$ cat src/design/magnetometer_frame_checker_core_defines.svh
// Assertion macros shared by the frame checker modules.
`ifndef MAGNETOMETER_FRAME_CHECKER_CORE_DEFINES_SVH
`define MAGNETOMETER_FRAME_CHECKER_CORE_DEFINES_SVH

// Same-cycle implication, disabled while reset is low.
`define MFC_ASSERT_IMP(lbl, clk, rst_n, ante, cons) \
    lbl: assert property (@(posedge clk) disable iff (!rst_n) (ante) |-> (cons)) \
        else $error("assertion failed: ante |-> cons");

// Next-cycle implication, disabled while reset is low.
`define MFC_ASSERT_NXT(lbl, clk, rst_n, ante, cons) \
    lbl: assert property (@(posedge clk) disable iff (!rst_n) (ante) |=> (cons)) \
        else $error("assertion failed: ante |=> cons");

`endif

$ cat src/design/mfc_pkg.sv
`default_nettype none

package mfc_pkg;

    localparam int IN_FIELDS_W  = 97;
    localparam int OUT_FIELDS_W = 90;
    localparam int IN_W         = 104;
    localparam int OUT_W        = 96;
    localparam int CRC_MSG_W    = 80;

    localparam logic [7:0] CRC_POLY     = 8'h07;
    localparam logic [3:0] MAX_ATT_RST  = 4'd5;

    // error flag bit positions
    localparam int FLAG_OVF  = 0;
    localparam int FLAG_COMM = 1;
    localparam int FLAG_NRDY = 2;
    localparam int FLAG_CNT  = 3;
    localparam int FLAG_CRC  = 4;
    localparam int FLAG_BUS  = 5;
    localparam int FLAG_W    = 6;

    // status byte bit positions
    localparam int ST_CNT0  = 0;
    localparam int ST_DRDY  = 1;
    localparam int ST_OVF   = 3;
    localparam int ST_CE    = 4;
    localparam int ST_CNT1  = 5;
    localparam int ST_CNT2  = 6;
    localparam int ST_BURST = 7;

    typedef enum logic [1:0] {
        CFG_SWAP_X  = 2'd0,
        CFG_SWAP_Y  = 2'd1,
        CFG_SWAP_Z  = 2'd2,
        CFG_MAX_ATT = 2'd3
    } t_cfg_idx;

    typedef struct packed {
        logic       swap_x;
        logic       swap_y;
        logic       swap_z;
        logic [3:0] retry_limit;
    } t_cfg;

    // classified frame handed from front to back
    typedef struct packed {
        logic        bus_ok;
        logic        ovf;
        logic        comm;
        logic        nrdy;
        logic        burst;
        logic [2:0]  cnt;
        logic        crc_ok;
        logic [15:0] x;
        logic [15:0] y;
        logic [15:0] z;
        logic [15:0] temp;
        logic [15:0] volt;
    } t_cls;

    // CRC contribution of one message bit, pos counted from the last bit sent
    function automatic logic [7:0] crc_col(int unsigned pos);
        logic [7:0] r;
        r = 8'h01;
        for (int unsigned k = 0; k < pos + 8; k++) begin
            r = r[7] ? ((r << 1) ^ CRC_POLY) : (r << 1);
        end
        return r;
    endfunction

    // CRC-8 as an XOR of per-bit columns; the columns fold to constants
    function automatic logic [7:0] crc_calc(logic [CRC_MSG_W-1:0] msg);
        logic [7:0] c;
        c = '0;
        for (int i = 0; i < CRC_MSG_W; i++) begin
            if (msg[i]) begin
                c = c ^ crc_col(i);
            end
        end
        return c;
    endfunction

    function automatic logic [15:0] neg_sat(logic [15:0] v);
        if (v == 16'h8000) begin
            return 16'h7fff;
        end
        return (~v) + 16'd1;
    endfunction

endpackage

`default_nettype wire

$ cat src/design/magnetometer_frame_checker_core.sv
// Channel   Dir  Handshake                     Payload
// s_axis    in   s_axis_tvalid/s_axis_tready   one read frame (bus ok, status, crc, 5 words)
// m_axis    out  m_axis_tvalid/m_axis_tready   check result and held values
// cfg       in   i_cfg_we                      swap_x/y/z sign, retry limit
//
// One frame per cycle sustained while m_axis_tready stays high. A frame accepted
// is classified and written to the queue; the back end pops it from the queue into
// the output register once that register is empty or being taken. CRC and sign
// handling sit in the front, the retry and held-value state in the back. Reset
// clears the queue, the output valid, all held state and loads the retry limit with
// 5. An output stall fills the QUEUE_DEPTH-entry queue, after which s_axis_tready drops.
`default_nettype none

module magnetometer_frame_checker_core #(
    parameter int QUEUE_DEPTH = 2
) (
    input  wire logic                       i_clk,
    input  wire logic                       i_rst_n,
    input  wire logic                       s_axis_tvalid,
    output logic                            s_axis_tready,
    // bus_ok, status_byte, frame_crc, x_raw, y_raw, z_raw, temp_raw, volt_raw
    input  wire logic [mfc_pkg::IN_W-1:0]   s_axis_tdata,
    output logic                            m_axis_tvalid,
    input  wire logic                       m_axis_tready,
    // error_flags, error_reported, reinit_request, data_updated, x_value,
    // y_value, z_value, temp_value, volt_value, burst_mode
    output logic [mfc_pkg::OUT_W-1:0]       m_axis_tdata,
    input  wire logic                       i_cfg_we,
    input  wire logic [1:0]                 i_cfg_addr,
    input  wire logic [3:0]                 i_cfg_wdata
);
    import mfc_pkg::*;

    t_cfg r_cfg;
    t_cls front_cls;
    t_cls queue_cls;
    logic push;
    logic queue_valid;
    logic queue_pop;

    always_ff @(posedge i_clk) begin
        if (!i_rst_n) begin
            r_cfg.swap_x      <= 1'b0;
            r_cfg.swap_y      <= 1'b0;
            r_cfg.swap_z      <= 1'b0;
            r_cfg.retry_limit <= MAX_ATT_RST;
        end else if (i_cfg_we) begin
            unique case (t_cfg_idx'(i_cfg_addr))
                CFG_SWAP_X:  r_cfg.swap_x      <= i_cfg_wdata[0];
                CFG_SWAP_Y:  r_cfg.swap_y      <= i_cfg_wdata[0];
                CFG_SWAP_Z:  r_cfg.swap_z      <= i_cfg_wdata[0];
                CFG_MAX_ATT: r_cfg.retry_limit <= i_cfg_wdata;
            endcase
        end
    end

    assign push = s_axis_tvalid && s_axis_tready;

    mfc_front u_front (
        .i_frame (s_axis_tdata[IN_FIELDS_W-1:0]),
        .i_cfg   (r_cfg),
        .o_cls   (front_cls)
    );

    mfc_queue #(
        .DEPTH (QUEUE_DEPTH)
    ) u_queue (
        .i_clk   (i_clk),
        .i_rst_n (i_rst_n),
        .i_push  (push),
        .i_data  (front_cls),
        .o_ready (s_axis_tready),
        .i_pop   (queue_pop),
        .o_valid (queue_valid),
        .o_data  (queue_cls)
    );

    mfc_back u_back (
        .i_clk         (i_clk),
        .i_rst_n       (i_rst_n),
        .i_retry_limit (r_cfg.retry_limit),
        .i_cls_valid   (queue_valid),
        .i_cls         (queue_cls),
        .o_cls_pop     (queue_pop),
        .o_tvalid      (m_axis_tvalid),
        .i_tready      (m_axis_tready),
        .o_tdata       (m_axis_tdata)
    );

endmodule

`default_nettype wire

$ cat src/design/mfc_front.sv
`default_nettype none

module mfc_front (
    input  wire logic [mfc_pkg::IN_FIELDS_W-1:0] i_frame,    // bus_ok, status, crc, x, y, z, temp, volt
    input  wire mfc_pkg::t_cfg                   i_cfg,
    output mfc_pkg::t_cls                        o_cls
);
    import mfc_pkg::*;

    logic [7:0]  status;
    logic [7:0]  rx_crc;
    logic [15:0] x_raw, y_raw, z_raw, temp_raw, volt_raw;

    assign status   = i_frame[8:1];
    assign rx_crc   = i_frame[16:9];
    assign x_raw    = i_frame[32:17];
    assign y_raw    = i_frame[48:33];
    assign z_raw    = i_frame[64:49];
    assign temp_raw = i_frame[80:65];
    assign volt_raw = i_frame[96:81];

    always_comb begin
        o_cls.bus_ok = i_frame[0];
        o_cls.ovf    = status[ST_OVF];
        o_cls.comm   = status[ST_CE];
        o_cls.nrdy   = !status[ST_DRDY];
        o_cls.burst  = status[ST_BURST];
        o_cls.cnt    = {status[ST_CNT2], status[ST_CNT1], status[ST_CNT0]};
        // words go out high byte first, x first
        o_cls.crc_ok = (crc_calc({x_raw, y_raw, z_raw, temp_raw, volt_raw}) == rx_crc);
        o_cls.x      = i_cfg.swap_x ? neg_sat(x_raw) : x_raw;
        o_cls.y      = i_cfg.swap_y ? neg_sat(y_raw) : y_raw;
        o_cls.z      = i_cfg.swap_z ? neg_sat(z_raw) : z_raw;
        o_cls.temp   = temp_raw;
        o_cls.volt   = volt_raw;
    end

endmodule

`default_nettype wire

$ cat src/design/mfc_queue.sv
`default_nettype none

`include "magnetometer_frame_checker_core_defines.svh"

module mfc_queue #(
    parameter int DEPTH = 2
) (
    input  wire logic          i_clk,
    input  wire logic          i_rst_n,
    input  wire logic          i_push,
    input  wire mfc_pkg::t_cls i_data,
    output logic               o_ready,
    input  wire logic          i_pop,
    output logic               o_valid,
    output mfc_pkg::t_cls      o_data
);
    import mfc_pkg::*;

    localparam int PTR_W = (DEPTH > 1) ? $clog2(DEPTH) : 1;
    localparam int CNT_W = $clog2(DEPTH + 1);

    t_cls             r_mem [DEPTH];
    logic [PTR_W-1:0] r_wr_ptr, n_wr_ptr;
    logic [PTR_W-1:0] r_rd_ptr, n_rd_ptr;
    logic [CNT_W-1:0] r_count, n_count;

    assign o_ready = (r_count != CNT_W'(DEPTH));
    assign o_valid = (r_count != '0);
    assign o_data  = r_mem[r_rd_ptr];

    always_comb begin
        n_wr_ptr = r_wr_ptr;
        n_rd_ptr = r_rd_ptr;
        n_count  = r_count;
        if (i_push) begin
            n_wr_ptr = (r_wr_ptr == PTR_W'(DEPTH - 1)) ? '0 : r_wr_ptr + PTR_W'(1);
        end
        if (i_pop) begin
            n_rd_ptr = (r_rd_ptr == PTR_W'(DEPTH - 1)) ? '0 : r_rd_ptr + PTR_W'(1);
        end
        unique case ({i_push, i_pop})
            2'b10:   n_count = r_count + CNT_W'(1);
            2'b01:   n_count = r_count - CNT_W'(1);
            default: n_count = r_count;
        endcase
    end

    always_ff @(posedge i_clk) begin
        if (!i_rst_n) begin
            r_wr_ptr <= '0;
            r_rd_ptr <= '0;
            r_count  <= '0;
        end else begin
            r_wr_ptr <= n_wr_ptr;
            r_rd_ptr <= n_rd_ptr;
            r_count  <= n_count;
        end
    end

    always_ff @(posedge i_clk) begin
        if (i_push) begin
            r_mem[r_wr_ptr] <= i_data;
        end
    end

    `MFC_ASSERT_IMP(a_no_push_full, i_clk, i_rst_n, r_count == CNT_W'(DEPTH), !i_push)
    `MFC_ASSERT_IMP(a_no_pop_empty, i_clk, i_rst_n, r_count == '0, !i_pop)

endmodule

`default_nettype wire

$ cat src/design/mfc_back.sv
`default_nettype none

`include "magnetometer_frame_checker_core_defines.svh"

module mfc_back (
    input  wire logic                       i_clk,
    input  wire logic                       i_rst_n,
    input  wire logic [3:0]                 i_retry_limit,
    input  wire logic                       i_cls_valid,
    input  wire mfc_pkg::t_cls              i_cls,
    output logic                            o_cls_pop,
    output logic                            o_tvalid,
    input  wire logic                       i_tready,
    // flags, reported, reinit, updated, x, y, z, temp, volt, burst
    output logic [mfc_pkg::OUT_W-1:0]       o_tdata
);
    import mfc_pkg::*;

    logic              r_out_valid;
    logic [FLAG_W-1:0] r_flags;
    logic              r_reported, r_reinit, r_updated;
    logic [2:0]        r_last_cnt, n_last_cnt;
    logic [3:0]        r_retry, n_retry;
    logic [15:0]       r_x, r_y, r_z, r_temp, r_volt;
    logic              r_burst, n_burst;

    logic [FLAG_W-1:0] n_flags;
    logic              n_reported, n_reinit, n_updated;
    logic              fatal;
    logic [FLAG_W-1:0] hide_mask;

    assign o_cls_pop = i_cls_valid && (!r_out_valid || i_tready);
    assign o_tvalid  = r_out_valid;
    assign o_tdata   = {{(OUT_W - OUT_FIELDS_W){1'b0}}, r_burst, r_volt, r_temp, r_z, r_y, r_x,
                        r_updated, r_reinit, r_reported, r_flags};

    always_comb begin
        hide_mask            = '1;
        hide_mask[FLAG_NRDY] = 1'b0;
        hide_mask[FLAG_CNT]  = 1'b0;

        fatal      = i_cls.ovf || i_cls.comm;
        n_flags    = '0;
        n_last_cnt = r_last_cnt;
        n_burst    = r_burst;
        n_updated  = 1'b0;
        n_reported = 1'b0;
        n_reinit   = 1'b0;
        n_retry    = r_retry;

        if (!i_cls.bus_ok) begin
            n_flags[FLAG_BUS] = 1'b1;
        end else begin
            n_burst            = i_cls.burst;
            n_flags[FLAG_OVF]  = i_cls.ovf;
            n_flags[FLAG_COMM] = i_cls.comm;
            if (!fatal) begin
                n_flags[FLAG_NRDY] = i_cls.nrdy;
                if (i_cls.burst) begin
                    if (i_cls.cnt == r_last_cnt) begin
                        n_flags[FLAG_CNT] = 1'b1;
                    end else begin
                        n_last_cnt = i_cls.cnt;
                    end
                end
                n_flags[FLAG_CRC] = !i_cls.crc_ok;
                n_updated         = i_cls.crc_ok;
            end
        end

        if (n_flags != '0) begin
            n_reported = 1'b1;
            if (r_retry >= i_retry_limit) begin
                n_reinit = 1'b1;
                n_retry  = '0;
            end else begin
                n_retry = r_retry + 4'd1;
                // hide a lone soft error
                if (r_retry == '0 && (n_flags & hide_mask) == '0) begin
                    n_reported = 1'b0;
                end
            end
        end else begin
            n_retry = '0;
        end
    end

    always_ff @(posedge i_clk) begin
        if (!i_rst_n) begin
            r_out_valid <= 1'b0;
            r_last_cnt  <= '0;
            r_retry     <= '0;
            r_burst     <= 1'b0;
            r_x         <= '0;
            r_y         <= '0;
            r_z         <= '0;
            r_temp      <= '0;
            r_volt      <= '0;
        end else begin
            if (o_cls_pop) begin
                r_out_valid <= 1'b1;
                r_last_cnt  <= n_last_cnt;
                r_retry     <= n_retry;
                r_burst     <= n_burst;
                if (n_updated) begin
                    r_x    <= i_cls.x;
                    r_y    <= i_cls.y;
                    r_z    <= i_cls.z;
                    r_temp <= i_cls.temp;
                    r_volt <= i_cls.volt;
                end
            end else if (i_tready) begin
                r_out_valid <= 1'b0;
            end
        end
    end

    always_ff @(posedge i_clk) begin
        if (o_cls_pop) begin
            r_flags    <= n_flags;
            r_reported <= n_reported;
            r_reinit   <= n_reinit;
            r_updated  <= n_updated;
        end
    end

    `MFC_ASSERT_IMP(a_reinit_reported, i_clk, i_rst_n, r_out_valid && r_reinit, r_reported && (r_flags != '0))
    `MFC_ASSERT_IMP(a_update_clean, i_clk, i_rst_n, r_out_valid && r_updated, (r_flags & hide_mask) == '0)
    `MFC_ASSERT_NXT(a_reinit_clears, i_clk, i_rst_n, o_cls_pop && n_reinit, r_retry == '0)

endmodule

`default_nettype wire
$ cat config.mk
export PLATFORM = sky130hd
export DESIGN_NAME = magnetometer_frame_checker_core
export DESIGN_NICKNAME = d
export VERILOG_FILES = /design/src/design/mfc_pkg.sv /design/src/design/magnetometer_frame_checker_core.sv /design/src/design/mfc_front.sv /design/src/design/mfc_queue.sv /design/src/design/mfc_back.sv
export VERILOG_INCLUDE_DIRS = /design/src /design/src/design
export SDC_FILE = /design/constraint.sdc
export NUM_CORES = 1
export LEC_CHECK = 0
export BUFFER_PORTS_ARGS = -buffer_cell sky130_fd_sc_hd__buf_2
export CORE_MARGIN = 2
export CORE_UTILIZATION = 45
export CTS_BUF_LIST = sky130_fd_sc_hd__clkbuf_4 sky130_fd_sc_hd__clkbuf_8
export CTS_CLUSTER_SIZE = 25
export DETAILED_ROUTE_END_ITERATION = 8
export HOLD_SLACK_MARGIN = 0.03
export PLACE_DENSITY = 0.63
export SKIP_CTS_REPAIR_TIMING = 1
export SYNTH_ARGS = -nofsm -noshare
export SYNTH_HDL_FRONTEND = slang
export SYNTH_HIERARCHICAL = 1
export SYNTH_SLANG_ARGS = --single-unit
export TNS_END_PERCENT = 50
$ cat constraint.sdc
create_clock -name i_clk -period 10 [get_ports i_clk]
set_input_delay 1.5 -clock i_clk [delete_from_list [all_inputs] [get_ports i_clk]]
set_output_delay 1.5 -clock i_clk [all_outputs]
set_load 0.01 [all_outputs]
# Word-level counts from Yosys, hierarchy flattened
# Memories as Yosys holds them, arrays and structs flattened. A register that Yosys moved wholly into a read port is not among the register bits.
# Cells that the tools add are included.
dict set report totals {
  ramBits 178
  out_inout_bits 98
  input_bits 115
  elab_cells 260
  latchBits 0
  mem_count 1
  regBits 109
  romBits 0
}
# memory depth word_bits rd rd_clocked_by_memory_dff write_ports line_no
set mem_list {}
lappend mem_list {u_queue.r_mem 2 89 1 1 1 mfc_queue.sv:22} ;# t_cls r_mem [DEPTH];
dict set report op_classes {
  magnitude_cmp 1
  multipliers 0
  bitwise 84
  n_reduce_logical 22
  n_div 0
  addsub 8
  eq_ne 11
  muxes 113
  n_shift 0
}
# cell n
set op_table {}
lappend op_table {{8-bit two-way mux} 37}
lappend op_table {{7-bit two-way mux} 22}
lappend op_table {{5-bit inverter} 29}
lappend op_table {{16-bit two-way mux} 9}
lappend op_table {{3-bit inverter} 43}
lappend op_table {{6-bit two-way mux} 11}
lappend op_table {{16-bit by 1-bit adder with 16-bit output (second input constant)} 3}
lappend op_table {{16-bit equality test (second input constant)} 3}
lappend op_table {{16-bit inverter} 3}
lappend op_table {{5-bit two-way mux} 7}
lappend op_table {{4-bit two-way mux} 5}
lappend op_table {{1-bit two-way mux} 19}
lappend op_table {{2-bit inverter with 3-bit output} 5}
lappend op_table {{7-bit inverter} 2}
lappend op_table {{2-bit AND reduction} 6}
lappend op_table {{8-bit equality test} 1}
lappend op_table {{2-bit equality test (second input constant)} 3}
lappend op_table {{6-bit logical NOT} 1}
lappend op_table {{3-bit two-way mux} 2}
lappend op_table {{2-bit nonzero test} 3}
lappend op_table {{6-bit nonzero test} 1}
lappend op_table {{5-bit AND reduction} 1}
lappend op_table {{4-bit by 1-bit adder with 4-bit output (second input constant)} 1}
lappend op_table {{2-bit by 1-bit equality test with 1-bit output (second input constant)} 2}
lappend op_table {{other kinds (13)} 20}

# Longest topological paths before layout
# Gate-level depths: netlist of the first run.
dict set report depth {
  depth_word 160
  depth_mapped 10
  mapped_depth_nobuf 8
}

# By module
# Netlist of the first run, hierarchy kept.
# mod instances area_per_inst_um2 seq_area_each_um2 cells_each
set by_module_without_submodules {}
lappend by_module_without_submodules {mfc_queue 1 6632.6 5445.2 299}
lappend by_module_without_submodules {mfc_back 1 3936.3 2052.0 444}
lappend by_module_without_submodules {mfc_front 1 3224.3 0.0 420}
lappend by_module_without_submodules {magnetometer_frame_checker_core 1 316.6 140.1 33}

# Least setup slack after synthesis of the first run
# No wires, ideal clock.
dict set report synth_timing {
  path_kind {input port to flip-flop}
  start {input port s_axis_tvalid}
  end {memory u_queue/r_mem[0][0] (netlist bit) (enable)}
  arrival_ns 5.460
  t_required_ns 9.460
  stages 3
  setup_time_ns 0.540
  path_buffers 0
  slack_ns 4.000
  path_cell_list {and2_1 > inv_1 > nor2_1}
}
dict set report synth_via {
  elab_chain_cells 3
}
# item line_no
set synth_lines {}
lappend synth_lines {{start, declared} magnetometer_frame_checker_core.sv:19} ;# input wire logic s_axis_tvalid,
lappend synth_lines {{1-bit logical AND} magnetometer_frame_checker_core.sv:57} ;# assign push = s_axis_tvalid && s_axis_tready;
lappend synth_lines {{1-bit two-way mux} mfc_queue.sv:61} ;# if (i_push) begin
lappend synth_lines {{1-bit two-way mux (implied by the code)} mfc_queue.sv:62} ;# r_mem[r_wr_ptr] <= i_data;
lappend synth_lines {{end, declared} mfc_queue.sv:22}
# Every way passes these cells.

==> insert_results.sql, run 1 <==
INSERT INTO impl_metrics (metric_group, metric, value, unit) VALUES
('timing', 'setup_repair_after_global_routing_missed_its_margin', 'no', ''),
('critical_path', 'timing.critical_path.max_delay_family', 'XOR/XNOR gates', ''),
('synthesis', 'synthFlopType', 'sky130_fd_sc_hd__edfxtp_1', ''),
('drt', 'detail_route.iter0.violations', '527', ''),
('job', 'cap_viol_max_count', '0', ''),
('timing', 'final.period_utilization', '37.0', '%'),
('timing', 'setup_viol_count_final', '0', ''),
('global_routing', 'groute.usage.overall', '19.9', '%'),
('drt', 'routed_wl', '33100', 'µm'),
('finish', 'layout.filler_cells', '2809', ''),
('pwr', 'peakVddDrop', '0.135', 'mV'),
('global_routing', 'grt_antenna_before_repair', '13', ''),
('min_path', 'timing.hold.worst_path_depth', '2', ''),
('clocking', 'clock_tree_from_tritoncts', 'built', ''),
('critical_path', 'path_buf_inv', '1', ''),
('critical_path', 'crit_path_slowest_cell', 'sky130_fd_sc_hd__xnor3_1', ''),
('place', 'numPortBuffers', '198', ''),
('timing', 'maxClockFrequency', '270', 'MHz'),
('timing', 'post-route-min-period', '3.70', 'ns'),
('place', 'place_hpwl', '22700', 'µm'),
('synthesis', 'post-synth-top-area-fraction', '39.8', '%'),
('critical_path', 'regToRegSetupSlack', '6.90', 'ns'),
('place', 'postPlaceCellArea', '15000', 'µm²'),
('finish', 'final_common_cell', 'sky130_fd_sc_hd__nand2_1', ''),
('global_routing', 'globalRouteOverflowTotal', '0', ''),
('timing', 'slew_headroom', '33.1', '%'),
('critical_path', 'worst_setup_path_end_kind', 'flip-flop', ''),
('synthesis', 'synth.yosys.warnings', '6', ''),
('synthesis', 'synth_seq_cells', '288', ''),
('pwr', 'p_int', '2.51', 'mW'),
('synthesis', 'synth_sequential_area_ratio', '54.1', '%'),
('global_routing', 'maximum_number_of_pins_on_one_net_before_global_route_repair', '107', ''),
('pwr', 'sequential_group_share_of_total_power', '43.0', '%'),
('finish', 'finish.instance_area', '16100', 'µm²'),
('clocking', 'cts-root-to-sink-buffers', '3', ''),
('timing', 'clk_skew', '0.0241', 'ns'),
('critical_path', 'cp_max_fo', '6', ''),
('synthesis', 'netlist_instances', '1196', ''),
('synthesis', 'avgSynthCellArea', '11.8', 'µm²'),
('synthesis', 'synth.area.top_cells', 'sky130_fd_sc_hd__edfxtp_1 (40%), sky130_fd_sc_hd__dfxtp_1 (14%), sky130_fd_sc_hd__xnor2_1 (7.7%)', ''),
('die', 'dieWidth', '181', 'µm'),
('clocking', 'htreeDepth', '2', ''),
('critical_path', 'startpoint_type', 'primary input', ''),
('pwr', 'total_switching_power', '1.01', 'mW'),
('critical_path', 'path_cells', 'buf_2 -> xnor2_1 -> xnor2_1 -> xnor3_1 -> xnor3_1 -> xnor2_1 -> or3_1 -> a2111oi_2', ''),
('finish', 'flow.area_growth_from_synthesis', '13.8', '%'),
('global_routing', 'wire_length_of_the_first_global_routing_pass', '50300', 'µm'),
('synthesis', 'synthesis.area', '14100', 'µm²'),
('critical_path', 'worst_r2r_endpoint', 'u_back/r_volt[11]$_SDFFE_PN0P_', ''),
('timing', 'final.setup.tns', '0', 'ns'),
('die', 'floorplan.initialDensity', '45.9', '%'),
('critical_path', 'cp.arrival', '4.03', 'ns'),
('die', 'dieArea', '32800', 'µm²'),
('die', 'rows', '64', ''),
('pwr', 'sw_frac_of_total', '28.7', '%'),
('drt', 'avgRoutedWirePerCell', '18.5', 'µm'),
('pwr', 'pwr-share-clk', '30.9', '%'),
('critical_path', 'worst_r2r_path_depth', '8', ''),
('global_routing', 'grt_pass1_vias', '8843', ''),
('pwr', 'power.static_leakage', '6.10', 'nW'),
('drt', 'firstDrtPassIters', '5', ''),
('clocking', 'cts.root.buffer_cell', 'sky130_fd_sc_hd__clkbuf_8', ''),
('clocking', 'clk_latency', '0.58', 'ns'),
('finish', 'final_cell_mix', 'sky130_fd_sc_hd__nand2_1 (238), sky130_fd_sc_hd__buf_2 (198), sky130_fd_sc_hd__edfxtp_1 (187)', ''),
('critical_path', 'critical_path.most_common_cell', 'sky130_fd_sc_hd__xnor2_1', ''),
('clocking', 'worst_setup_hold_path_clk_slew', '0.06', 'ns'),
('min_path', 'min_from', 'u_back/r_y[3]$_SDFFE_PN0P_', ''),
('finish', 'register_area', '7640', 'µm²'),
('run_status', 'status', 'completed', ''),
('min_path', 'min-delay-path-class', 'reg2reg', ''),
('timing', 'maxSlewViolCount', '0', '');
-- synthesized netlist by cell type, drive strengths merged, types with 5 or more instances --
master	count
a21boi	85
and2	10
and3	5
buf	85
clkbuf	30
dfxtp	101
edfxtp	187
ha	10
inv	22
mux2	89
mux2i	11
nand2	240
nand3	5
nand3b	5
nor2	12
nor2b	11
nor3	9
o211ai	5
o21ai	20
o31ai	8
o41ai	7
or3	5
or4	7
xnor2	124
xnor3	20
xor2	50
-- logic make-up after synthesis --
logic type      Yosys count  synth area share (%)
buf+inv                 137                  5.43
other cells               1                0.0266
compound gates          145                  7.63
mux                     100                  7.88
xor+xnor                194                  14.0
flops                   288                  54.1
simple gates            321                  10.0
fa+ha+maj                10                 0.887
-- worst register-to-register path, delay by kind of cell, from the launching register on --
family | cells | cell delay [ns]
AOI/OAI and AO/OA | 1 | 0.24
buffers and inverters | 2 | 0.82
DFF | 1 | 0.81
muxes | 1 | 0.46
and+or+nand+nor | 4 | 0.66
-- routing by layer --
layer / vias up / track usage, % / routed length (µm)
met4: 6 / 6.99 / 884
met5: - / 0 / 41
met3: 68 / 5.16 / 2200
met1: 4298 / 26.6 / 14700
met2: 256 / 31.5 / 15200
li1: 4381 / - / -
-- power by group through the flow --
stage	Clock (mW)	Sequential [mW]	Combinational, mW
5_1_grt	1.17	1.53	0.997
6_report	1.09	1.51	0.916
4_1_cts	1.12	1.52	0.924
3_3_place_gp	0	1.53	0.915
2_1_floorplan	0	1.51	0.749
3_5_place_dp	0	1.54	0.918
-- cell type report --
class / count / area share (%)
multi-input cells: 776 / 35.8
well taps: 396 / 3.09
clock buffers: 79 / 5.84
inverters: 22 / 0.514
clock inverters: 11 / 0.553
diodes: 11 / 0.171
flip-flops and latches: 288 / 47.6
repair buffers: 205 / 6.50
-- state kept, by name, summed over array words and instances (netlist names), 2 cells and up, named ones only --
| name | cells |
|---|---|
| u_back/r_volt | 16 |
| u_queue/r_mem | 178 |
| u_back/r_z | 16 |
| u_back/r_last_cnt | 3 |
| u_back/r_flags | 6 |
| u_queue/r_count | 2 |
| u_back/r_retry | 4 |
| u_back/r_x | 16 |
| u_back/r_temp | 16 |
| r_cfg | 7 |
| u_back/r_y | 16 |
-- worst max path at each step --
stage                                start                             end  depth (start not counted)
after floorplan              s_axis_tvalid   u_queue/r_mem[0][0]$_DFFE_PP_                          3
after global placement    s_axis_tdata[46]  u_queue/r_mem[0][80]$_DFFE_PP_                          8
after detailed placement  s_axis_tdata[27]  u_queue/r_mem[1][80]$_DFFE_PP_                          8
after CTS                 s_axis_tdata[27]  u_queue/r_mem[0][80]$_DFFE_PP_                          8
after global routing      s_axis_tdata[27]  u_queue/r_mem[0][80]$_DFFE_PP_                          8
final                     s_axis_tdata[27]  u_queue/r_mem[1][80]$_DFFE_PP_                          8
-- per-stage QoR --
step	power (mW)	util (%)	setup WS, ns	hold slack [ns]	instances
floorplan	2.26	-	4.00	0.435	1201
global placement	2.45	48.8	5.75	0.442	1687
detailed placement	2.46	48.8	5.71	0.444	1687
CTS	3.56	52.1	6.32	0.452	1777
global route	3.70	52.2	6.19	0.476	1783
finish	3.52	52.2	6.30	0.448	1788
Power figures use the tool's default switching activity.
==> run 2: changes to the inputs <==
--- a/config.mk
+++ b/config.mk
@@ -6,6 +6,7 @@
 export SDC_FILE = /design/constraint.sdc
 export NUM_CORES = 1
 export LEC_CHECK = 0
+export ABC_AREA = 1
 export BUFFER_PORTS_ARGS = -buffer_cell sky130_fd_sc_hd__buf_2
 export CORE_MARGIN = 2
 export CORE_UTILIZATION = 45
@@ -13,7 +14,7 @@
 export CTS_CLUSTER_SIZE = 25
 export DETAILED_ROUTE_END_ITERATION = 8
 export HOLD_SLACK_MARGIN = 0.03
-export PLACE_DENSITY = 0.63
+export PLACE_DENSITY = 0.65
 export SKIP_CTS_REPAIR_TIMING = 1
 export SYNTH_ARGS = -nofsm -noshare
 export SYNTH_HDL_FRONTEND = slang
==> constraint.sdc (replaced) <==
create_clock -name i_clk -period 3.22 [get_ports i_clk]
set_input_delay 0.483 -clock i_clk [delete_from_list [all_inputs] [get_ports i_clk]]
set_output_delay 0.483 -clock i_clk [all_outputs]
set_load 0.01 [all_outputs]
==> insert_results.sql, run 2 <==
INSERT INTO impl_metrics (metric_group, metric, value, unit) VALUES
('drt', 'vias', '13412', ''),
('clocking', 'clk_latency', '0.63', 'ns'),
('drt', 'met2_length', '20500', 'µm'),
('synthesis', 'postSynth.asyncResetShare', '0', '%'),
('finish', 'final_common_cell', 'sky130_fd_sc_hd__nand2_1', ''),
('drt', 'detail-route-antenna-nets', '0', ''),
('timing', 'final.period_utilization', '76.7', '%'),
('global_routing', 'grt_antenna_before_repair', '9', ''),
('finish', 'largest-register', 'u_queue/r_mem', ''),
('pwr', 'sw_frac_of_total', '31.4', '%'),
('pwr', 'sequential_group_share_of_total_power', '40.3', '%'),
('global_routing', 'wire_length_of_the_first_global_routing_pass', '67600', 'µm'),
('die', 'die_h', '196', 'µm'),
('critical_path', 'startpoint_type', 'flip-flop', ''),
('critical_path', 'timing.critical_path.required', '3.77', 'ns'),
('timing', 'final_hold_viol_count', '0', ''),
('critical_path', 'timing.critical_path.max_delay_family', 'buffers and inverters', ''),
('drt', 'met3RoutedLength', '2620', 'µm'),
('clocking', 'htreeDepth', '2', ''),
('run_status', 'status', 'completed', ''),
('min_path', 'min-delay-path-class', 'in2reg', ''),
('synthesis', 'synth-edff-count', '187', ''),
('drt', 'route.layer.met1.wl', '19000', 'µm'),
('pwr', 'p_int', '8.04', 'mW'),
('finish', 'multiInputGateArea', '7260', 'µm²'),
('timing', 'clk_skew', '0.0332', 'ns'),
('pwr', 'pwr-share-clk', '31.6', '%'),
('synthesis', 'post-synth-top-area-fraction', '33.9', '%'),
('critical_path', 'worst_setup_path_end_kind', 'flip-flop', ''),
('critical_path', 'critical_path.most_common_cell', 'sky130_fd_sc_hd__nor2_1', ''),
('synthesis', 'synthesis.area', '16600', 'µm²'),
('global_routing', 'groute.usage.overall', '22.5', '%'),
('critical_path', 'regToRegSetupSlack', '0.75', 'ns'),
('clocking', 'worst_setup_hold_path_clk_slew', '0.06', 'ns'),
('pwr', 'p_per_area', '624', 'nW/µm²'),
('drt', 'viasPerCell', '4.99', ''),
('place', 'gp_congestion', '0.908', ''),
('critical_path', 'worst_r2r_path_depth', '7', ''),
('synthesis', 'netlist_instances', '2012', ''),
('timing', 'setup_viol_count_final', '0', ''),
('finish', 'flow.area_growth_from_synthesis', '13.3', '%'),
('die', 'floorplan.initialDensity', '45.5', '%'),
('global_routing', 'maximum_number_of_pins_on_one_net_before_global_route_repair', '81', ''),
('min_path', 'min_from', 'i_cfg_wdata[2]', ''),
('finish', 'register_area', '7640', 'µm²'),
('critical_path', 'cp_max_fo', '47', ''),
('synthesis', 'synth.most_common_cell', 'sky130_fd_sc_hd__nand2_1', ''),
('finish', 'drive_above_1_share', '22.5', '%'),
('clocking', 'cts-root-to-sink-buffers', '3', ''),
('finish', 'largest_register_ffs', '178', ''),
('synthesis', 'synth.yosys.warnings', '6', ''),
('place', 'place_hpwl', '32300', 'µm'),
('timing', 'setup_repair_after_global_routing_missed_its_margin', 'no', ''),
('die', 'core_area', '36400', 'µm²'),
('timing', 'slew_headroom', '46.7', '%'),
('drt', 'firstDrtPassIters', '5', ''),
('timing', 'final.setup.tns', '0', 'ns'),
('synthesis', 'netlist-cell-type-count', '41', ''),
('drt', 'highest-signal-layer', 'met5', ''),
('place', 'numPortBuffers', '198', ''),
('job', 'cap_viol_max_count', '0', ''),
('drt', 'detail_route.iter0.violations', '915', ''),
('pwr', 'total_switching_power', '3.68', 'mW'),
('min_path', 'hold_path_end', 'r_cfg[2]$_SDFFE_PN1P_', ''),
('critical_path', 'critPathMaxStageDelay', '0.56', 'ns'),
('synthesis', 'synth_seq_cells', '288', ''),
('critical_path', 'timing.setup.critical_path_class', 'reg2reg', ''),
('critical_path', 'path_cells', 'mux2_2 -> nand4_2 -> nor2_4 -> inv_2 -> buf_4 -> nor2_1 -> nor2_1', ''),
('drt', 'drt_drc_violations_left', '0', ''),
('finish', 'layout.filler_cells', '3462', ''),
('min_path', 'timing.hold.worst_path_depth', '3', ''),
('critical_path', 'crit_path_slowest_cell', 'sky130_fd_sc_hd__buf_4', ''),
('synthesis', 'synth_area_leader_cell', 'sky130_fd_sc_hd__edfxtp_1', ''),
('critical_path', 'path_buf_inv', '2', ''),
('clocking', 'clock_tree_from_tritoncts', 'built', ''),
('synthesis', 'synth_sequential_area_ratio', '46.1', '%'),
('global_routing', 'globalRouteOverflowTotal', '0', ''),
('clocking', 'number_of_buffers_created_by_cts', '52', ''),
('die', 'ioPinCount', '213', ''),
('timing', 'maxSlewViolCount', '0', ''),
('pwr', 'peakVddDrop', '0.301', 'mV'),
('die', 'rows', '70', ''),
('critical_path', 'worst_r2r_endpoint', 'u_back/r_z[0]$_SDFFE_PN0P_', ''),
('clocking', 'clock-sinks', '288', ''),
('timing', 'tightest_slew', '0.799', 'ns'),
('drt', 'routed_wl', '43200', 'µm'),
('die', 'dieArea', '38400', 'µm²'),
('finish', 'postLayoutCoreUtil', '51.5', '%'),
('synthesis', 'synth.area.top_cells', 'sky130_fd_sc_hd__edfxtp_1 (34%), sky130_fd_sc_hd__dfxtp_1 (12%), sky130_fd_sc_hd__nand2_1 (12%)', ''),
('critical_path', 'cp.arrival', '3.02', 'ns'),
('synthesis', 'synthFlopType', 'sky130_fd_sc_hd__edfxtp_1', ''),
('global_routing', 'grt_pass1_vias', '12731', ''),
('finish', 'final_cell_mix', 'sky130_fd_sc_hd__nand2_1 (528), sky130_fd_sc_hd__nor2_1 (262), sky130_fd_sc_hd__buf_2 (198)', ''),
('synthesis', 'avgSynthCellArea', '8.24', 'µm²'),
('finish', 'final_net_count', '2294', ''),
('synthesis', 'synth_common_cells', 'sky130_fd_sc_hd__nand2_1 (528), sky130_fd_sc_hd__nor2_1 (263), sky130_fd_sc_hd__inv_1 (197), sky130_fd_sc_hd__edfxtp_1 (187), sky130_fd_sc_hd__nand3_1 (133)', ''),
('die', 'dieWidth', '196', 'µm'),
('timing', 'post-route-min-period', '2.47', 'ns'),
('drt', 'avgRoutedWirePerCell', '16.1', 'µm'),
('pwr', 'power.static_leakage', '9.05', 'nW'),
('timing', 'maxClockFrequency', '405', 'MHz'),
('critical_path', 'critical_path_depth', '7', ''),
('pwr', 'combPwrFrac', '28.0', '%'),
('clocking', 'cts.root.buffer_cell', 'sky130_fd_sc_hd__clkbuf_8', '');
## run 2: cell types whose count changed after synthesis, moves of 67 or more
cell / before / now
sky130_fd_sc_hd__nand3_1: 5 / 133
sky130_fd_sc_hd__xnor2_1: 124 / 54
sky130_fd_sc_hd__nand2_1: 239 / 528
sky130_fd_sc_hd__inv_1: 22 / 197
sky130_fd_sc_hd__a21boi_0: 68 / 1
sky130_fd_sc_hd__nor2_1: 11 / 263
sky130_fd_sc_hd__o21ai_0: 20 / 111
## run 2: worst register-to-register path: stages, from the launching register on
cell and delay (ns):
sky130_fd_sc_hd__dfxtp_4 0.44, sky130_fd_sc_hd__mux2_2 0.42, sky130_fd_sc_hd__nand4_2 0.16, sky130_fd_sc_hd__nor2_4 0.05, sky130_fd_sc_hd__inv_2 0.47, sky130_fd_sc_hd__buf_4 0.56
sky130_fd_sc_hd__nor2_1 0.17, sky130_fd_sc_hd__nor2_1 0.12
## run 2: final cells by class
cell class              count  share of cell area (%)
clock inverters            17                   0.806
multi-input cells        1371                    38.7
repair buffers            219                    6.41
clock buffers              81                    5.44
diodes                      8                   0.107
well taps                 468                    3.12
inverters                 237                    4.74
flip-flops and latches    288                    40.7
## run 2: how the worst max path moves through the flow
stage / start / end / slack [ns]
after floorplan: u_queue/r_count[0]$_SDFFE_PN0P_ / u_queue/r_mem[1][0]$_DFFE_PP_ / 0.31
after global placement: s_axis_tdata[33] / u_queue/r_mem[0][63]$_DFFE_PP_ / 0.49
after detailed placement: s_axis_tdata[33] / u_queue/r_mem[0][63]$_DFFE_PP_ / 0.42
after CTS: flip-flop / u_back/r_z[0]$_SDFFE_PN0P_ / 0.71
after global routing: flip-flop / u_back/r_z[0]$_SDFFE_PN0P_ / 0.54
final: flip-flop / u_back/r_z[0]$_SDFFE_PN0P_ / 0.75
## run 2: logic make-up after synthesis
kind of cell / after synthesis / share of synthesized area (%)
DFF: 288 / 46.1
muxes: 89 / 6.27
buffers and inverters: 358 / 10.2
other: 1 / 0.0226
AOI/OAI and AO/OA: 137 / 4.26
adders and majority gates: 10 / 0.755
and+or+nand+nor: 1009 / 25.8
xor gates and xnor gates: 120 / 6.61
## run 2: stage by stage
stage          hold slack [ns]  instances  worst slack (ns)  area (µm²)  power (mW)
2_1_floorplan            0.442       2017             0.315       16600        7.26
3_3_place_gp             0.467       2576             0.486       17500        7.99
3_5_place_dp             0.458       2576             0.418       17500        8.08
4_1_cts               -0.00952       2674             0.709       18700        11.8
5_1_grt                 0.0542       2686             0.537       18800        12.4
6_report                0.0908       2689             0.751       18800        11.7
## run 2: power by group through the flow
stage,registers (mW),logic [mW],clock network (mW)
after floorplan,4.83,2.43,0
after global placement,4.78,3.21,0
after detailed placement,4.80,3.27,0
after CTS,4.73,3.30,3.82
after global routing,4.78,3.65,3.98
final,4.73,3.28,3.71
## run 2: per-layer routing
metal / track usage, % / up-vias
li1: - / 6696
met1: 28.8 / 6253
met2: 38.1 / 391
met3: 4.56 / 66
met4: 7.94 / 6
met5: 0 / -
==> run 3: changes to the inputs <==
--- a/config.mk
+++ b/config.mk
@@ -6,7 +6,7 @@
 export SDC_FILE = /design/constraint.sdc
 export NUM_CORES = 1
 export LEC_CHECK = 0
-export ABC_AREA = 1
+export ABC_AREA = 0
 export BUFFER_PORTS_ARGS = -buffer_cell sky130_fd_sc_hd__buf_2
 export CORE_MARGIN = 2
 export CORE_UTILIZATION = 45
@@ -14,7 +14,7 @@
 export CTS_CLUSTER_SIZE = 25
 export DETAILED_ROUTE_END_ITERATION = 8
 export HOLD_SLACK_MARGIN = 0.03
-export PLACE_DENSITY = 0.65
+export PLACE_DENSITY = 0.66
 export SKIP_CTS_REPAIR_TIMING = 1
 export SYNTH_ARGS = -nofsm -noshare
 export SYNTH_HDL_FRONTEND = slang
==> constraint.sdc (replaced) <==
create_clock -name i_clk -period 2.2 [get_ports i_clk]
set_input_delay 0.33 -clock i_clk [delete_from_list [all_inputs] [get_ports i_clk]]
set_output_delay 0.33 -clock i_clk [all_outputs]
set_load 0.01 [all_outputs]
==> insert_results.sql, run 3 (synthesis results as in run 1) <==
INSERT INTO impl_metrics (metric_group, metric, value, unit) VALUES
('run_status', 'status', 'completed', ''),
('drt', 'drt_drc_violations_left', '0', ''),
('critical_path', 'timing.critical_path.required', '2.57', 'ns'),
('timing', 'tightest_slew', '0.660', 'ns'),
('drt', 'detail-route-antenna-nets', '0', ''),
('finish', 'drive_above_1_share', '35.6', '%'),
('pwr', 'combPwrFrac', '30.2', '%'),
('die', 'die_h', '181', 'µm'),
('global_routing', 'maximum_number_of_pins_on_one_net_before_global_route_repair', '81', ''),
('timing', 'setup_repair_after_global_routing_missed_its_margin', 'no', ''),
('timing', 'clk_skew', '0.0188', 'ns'),
('clocking', 'clock_tree_from_tritoncts', 'built', ''),
('clocking', 'cts-root-to-sink-buffers', '3', ''),
('min_path', 'timing.hold.worst_path_depth', '1', ''),
('pwr', 'p_per_area', '943', 'nW/µm²'),
('die', 'floorplan.initialDensity', '45.9', '%'),
('critical_path', 'worst_r2r_path_depth', '6', ''),
('timing', 'final_hold_viol_count', '0', ''),
('critical_path', 'cp.arrival', '2.44', 'ns'),
('global_routing', 'globalRouteOverflowTotal', '0', ''),
('critical_path', 'timing.setup.critical_path_class', 'in2reg', ''),
('finish', 'layout.filler_cells', '2626', ''),
('timing', 'final.period_utilization', '94.1', '%'),
('die', 'ioPinCount', '213', ''),
('pwr', 'power.static_leakage', '6.99', 'nW'),
('finish', 'finish.instance_area', '17600', 'µm²'),
('timing', 'hold-worst-slack', '0.0521', 'ns'),
('global_routing', 'grt_antenna_before_repair', '7', ''),
('finish', 'final_common_cell', 'sky130_fd_sc_hd__nand2_1', ''),
('job', 'cap_viol_max_count', '0', ''),
('place', 'numPortBuffers', '198', ''),
('timing', 'maxSlewViolCount', '0', ''),
('finish', 'final_net_count', '1638', ''),
('timing', 'setup_viol_count_final', '0', ''),
('drt', 'avgRoutedWirePerCell', '18.1', 'µm'),
('critical_path', 'startpoint_type', 'primary input', ''),
('pwr', 'peakVddDrop', '0.533', 'mV'),
('clocking', 'cts.root.buffer_cell', 'sky130_fd_sc_hd__clkbuf_8', ''),
('timing', 'slew_headroom', '55.9', '%'),
('place', 'gp_congestion', '0.891', ''),
('die', 'dieWidth', '181', 'µm'),
('place', 'postPlaceCellArea', '16300', 'µm²'),
('pwr', 'sw_frac_of_total', '29.2', '%'),
('pwr', 'total_switching_power', '4.85', 'mW'),
('finish', 'largest_register_ffs', '178', ''),
('drt', 'viasPerCell', '4.96', ''),
('finish', 'largest-register', 'u_queue/r_mem', ''),
('global_routing', 'groute.usage.overall', '20.8', '%'),
('finish', 'flow.area_growth_from_synthesis', '24.9', '%'),
('clocking', 'worst_setup_hold_path_clk_slew', '0.07', 'ns'),
('critical_path', 'cp_max_fo', '2', ''),
('timing', 'post-route-min-period', '2.07', 'ns'),
('min_path', 'min-delay-path-class', 'in2reg', ''),
('global_routing', 'wire_length_of_the_first_global_routing_pass', '52800', 'µm'),
('drt', 'firstDrtPassIters', '4', ''),
('place', 'place_hpwl', '25600', 'µm'),
('clocking', 'htreeDepth', '2', ''),
('die', 'dieArea', '32800', 'µm²'),
('pwr', 'pwr-share-clk', '29.3', '%'),
('clocking', 'clock-sinks', '288', ''),
('pwr', 'p_int', '11.8', 'mW'),
('drt', 'vias', '9699', ''),
('timing', 'maxClockFrequency', '483', 'MHz'),
('die', 'core_area', '30700', 'µm²'),
('clocking', 'number_of_buffers_created_by_cts', '49', ''),
('drt', 'routed_wl', '35400', 'µm'),
('finish', 'final_cell_mix', 'sky130_fd_sc_hd__nand2_1 (237), sky130_fd_sc_hd__buf_2 (198), sky130_fd_sc_hd__edfxtp_1 (187)', ''),
('finish', 'register_area', '7640', 'µm²'),
('critical_path', 'worst_setup_path_end_kind', 'flip-flop', ''),
('die', 'rows', '64', ''),
('clocking', 'clk_latency', '0.57', 'ns'),
('finish', 'multiInputGateArea', '5810', 'µm²'),
('drt', 'detail_route.iter0.violations', '611', ''),
('pwr', 'sequential_group_share_of_total_power', '40.5', '%'),
('global_routing', 'grt_pass1_vias', '9482', '');
## run 3: cell count changes in the layout (fill, tap and decap cells not counted), moves of 91 or more
cell	before	now
sky130_fd_sc_hd__buf_4	11	143
sky130_fd_sc_hd__inv_1	196	21
sky130_fd_sc_hd__nand2_1	528	237
sky130_fd_sc_hd__nand3_1	133	5
sky130_fd_sc_hd__nor2_1	262	10
sky130_fd_sc_hd__o21ai_0	111	20
## run 3: final timing paths
check                                           startpoint                             end  slack [ns]
worst max register to register                   flip-flop  u_back/r_retry[0]$_SDFFE_PN0P_        0.14
worst min register to register  u_back/r_y[4]$_SDFFE_PN0P_      u_back/r_y[4]$_SDFFE_PN0P_        0.45
worst max-delay path                      s_axis_tdata[60]  u_queue/r_mem[0][80]$_DFFE_PP_        0.13
worst min-delay path                      s_axis_tdata[76]  u_queue/r_mem[1][27]$_DFFE_PP_        0.05
## run 3: area by class of cell
type	instances	area share (%)
well taps	396	2.81
repair buffers	376	14.6
multi-input cells	776	33.0
inverters	22	0.469
clock buffers	71	4.98
clock inverters	21	0.746
diodes	6	0.0852
flip-flops and latches	288	43.4
## run 3: per-layer routing
layer | wire [µm] | track usage, % | part of all wire [%] | vias up
met5 | 21 | 0 | 0.059 | -
met4 | 760 | 6.37 | 2.1 | 4
met3 | 2050 | 4.45 | 5.8 | 54
met2 | 16400 | 33.5 | 46 | 267
met1 | 16100 | 28.2 | 46 | 4662
li1 | - | - | - | 4712
## run 3: critical path, stage by stage
cell	delay, ns
sky130_fd_sc_hd__buf_2	0.15
sky130_fd_sc_hd__xnor3_1	0.43
sky130_fd_sc_hd__xnor3_1	0.47
sky130_fd_sc_hd__xor2_1	0.17
sky130_fd_sc_hd__xnor3_1	0.26
sky130_fd_sc_hd__xnor2_1	0.17
sky130_fd_sc_hd__nand2_1	0.11
sky130_fd_sc_hd__a2111oi_4	0.35
## run 3: stage by stage
| stage | setup TNS (ns) | power (mW) | util [%] | std cells | worst slack [ns] |
|---|---|---|---|---|---|
| 3_3_place_gp | -7.97 | 11.7 | 53.0 | 1832 | -0.490 |
| 5_1_grt | 0 | 17.4 | 57.3 | 1954 | 0.00281 |
| 4_1_cts | 0 | 16.6 | 56.2 | 1924 | 0.0854 |
| 6_report | 0 | 16.6 | 57.3 | 1956 | 0.131 |
| 3_5_place_dp | -10.56 | 11.7 | 53.0 | 1832 | -0.521 |
| 2_1_floorplan | -19.58 | 10.3 | - | 1201 | -0.208 |
## run 3: power by group through the flow
stage	Clock, mW	Combinational, mW	Sequential, mW
CTS	4.99	4.92	6.74
floorplan	0	3.42	6.83
detailed placement	0	4.90	6.85
global placement	0	4.88	6.82
finish	4.87	5.02	6.73
global route	5.25	5.41	6.79
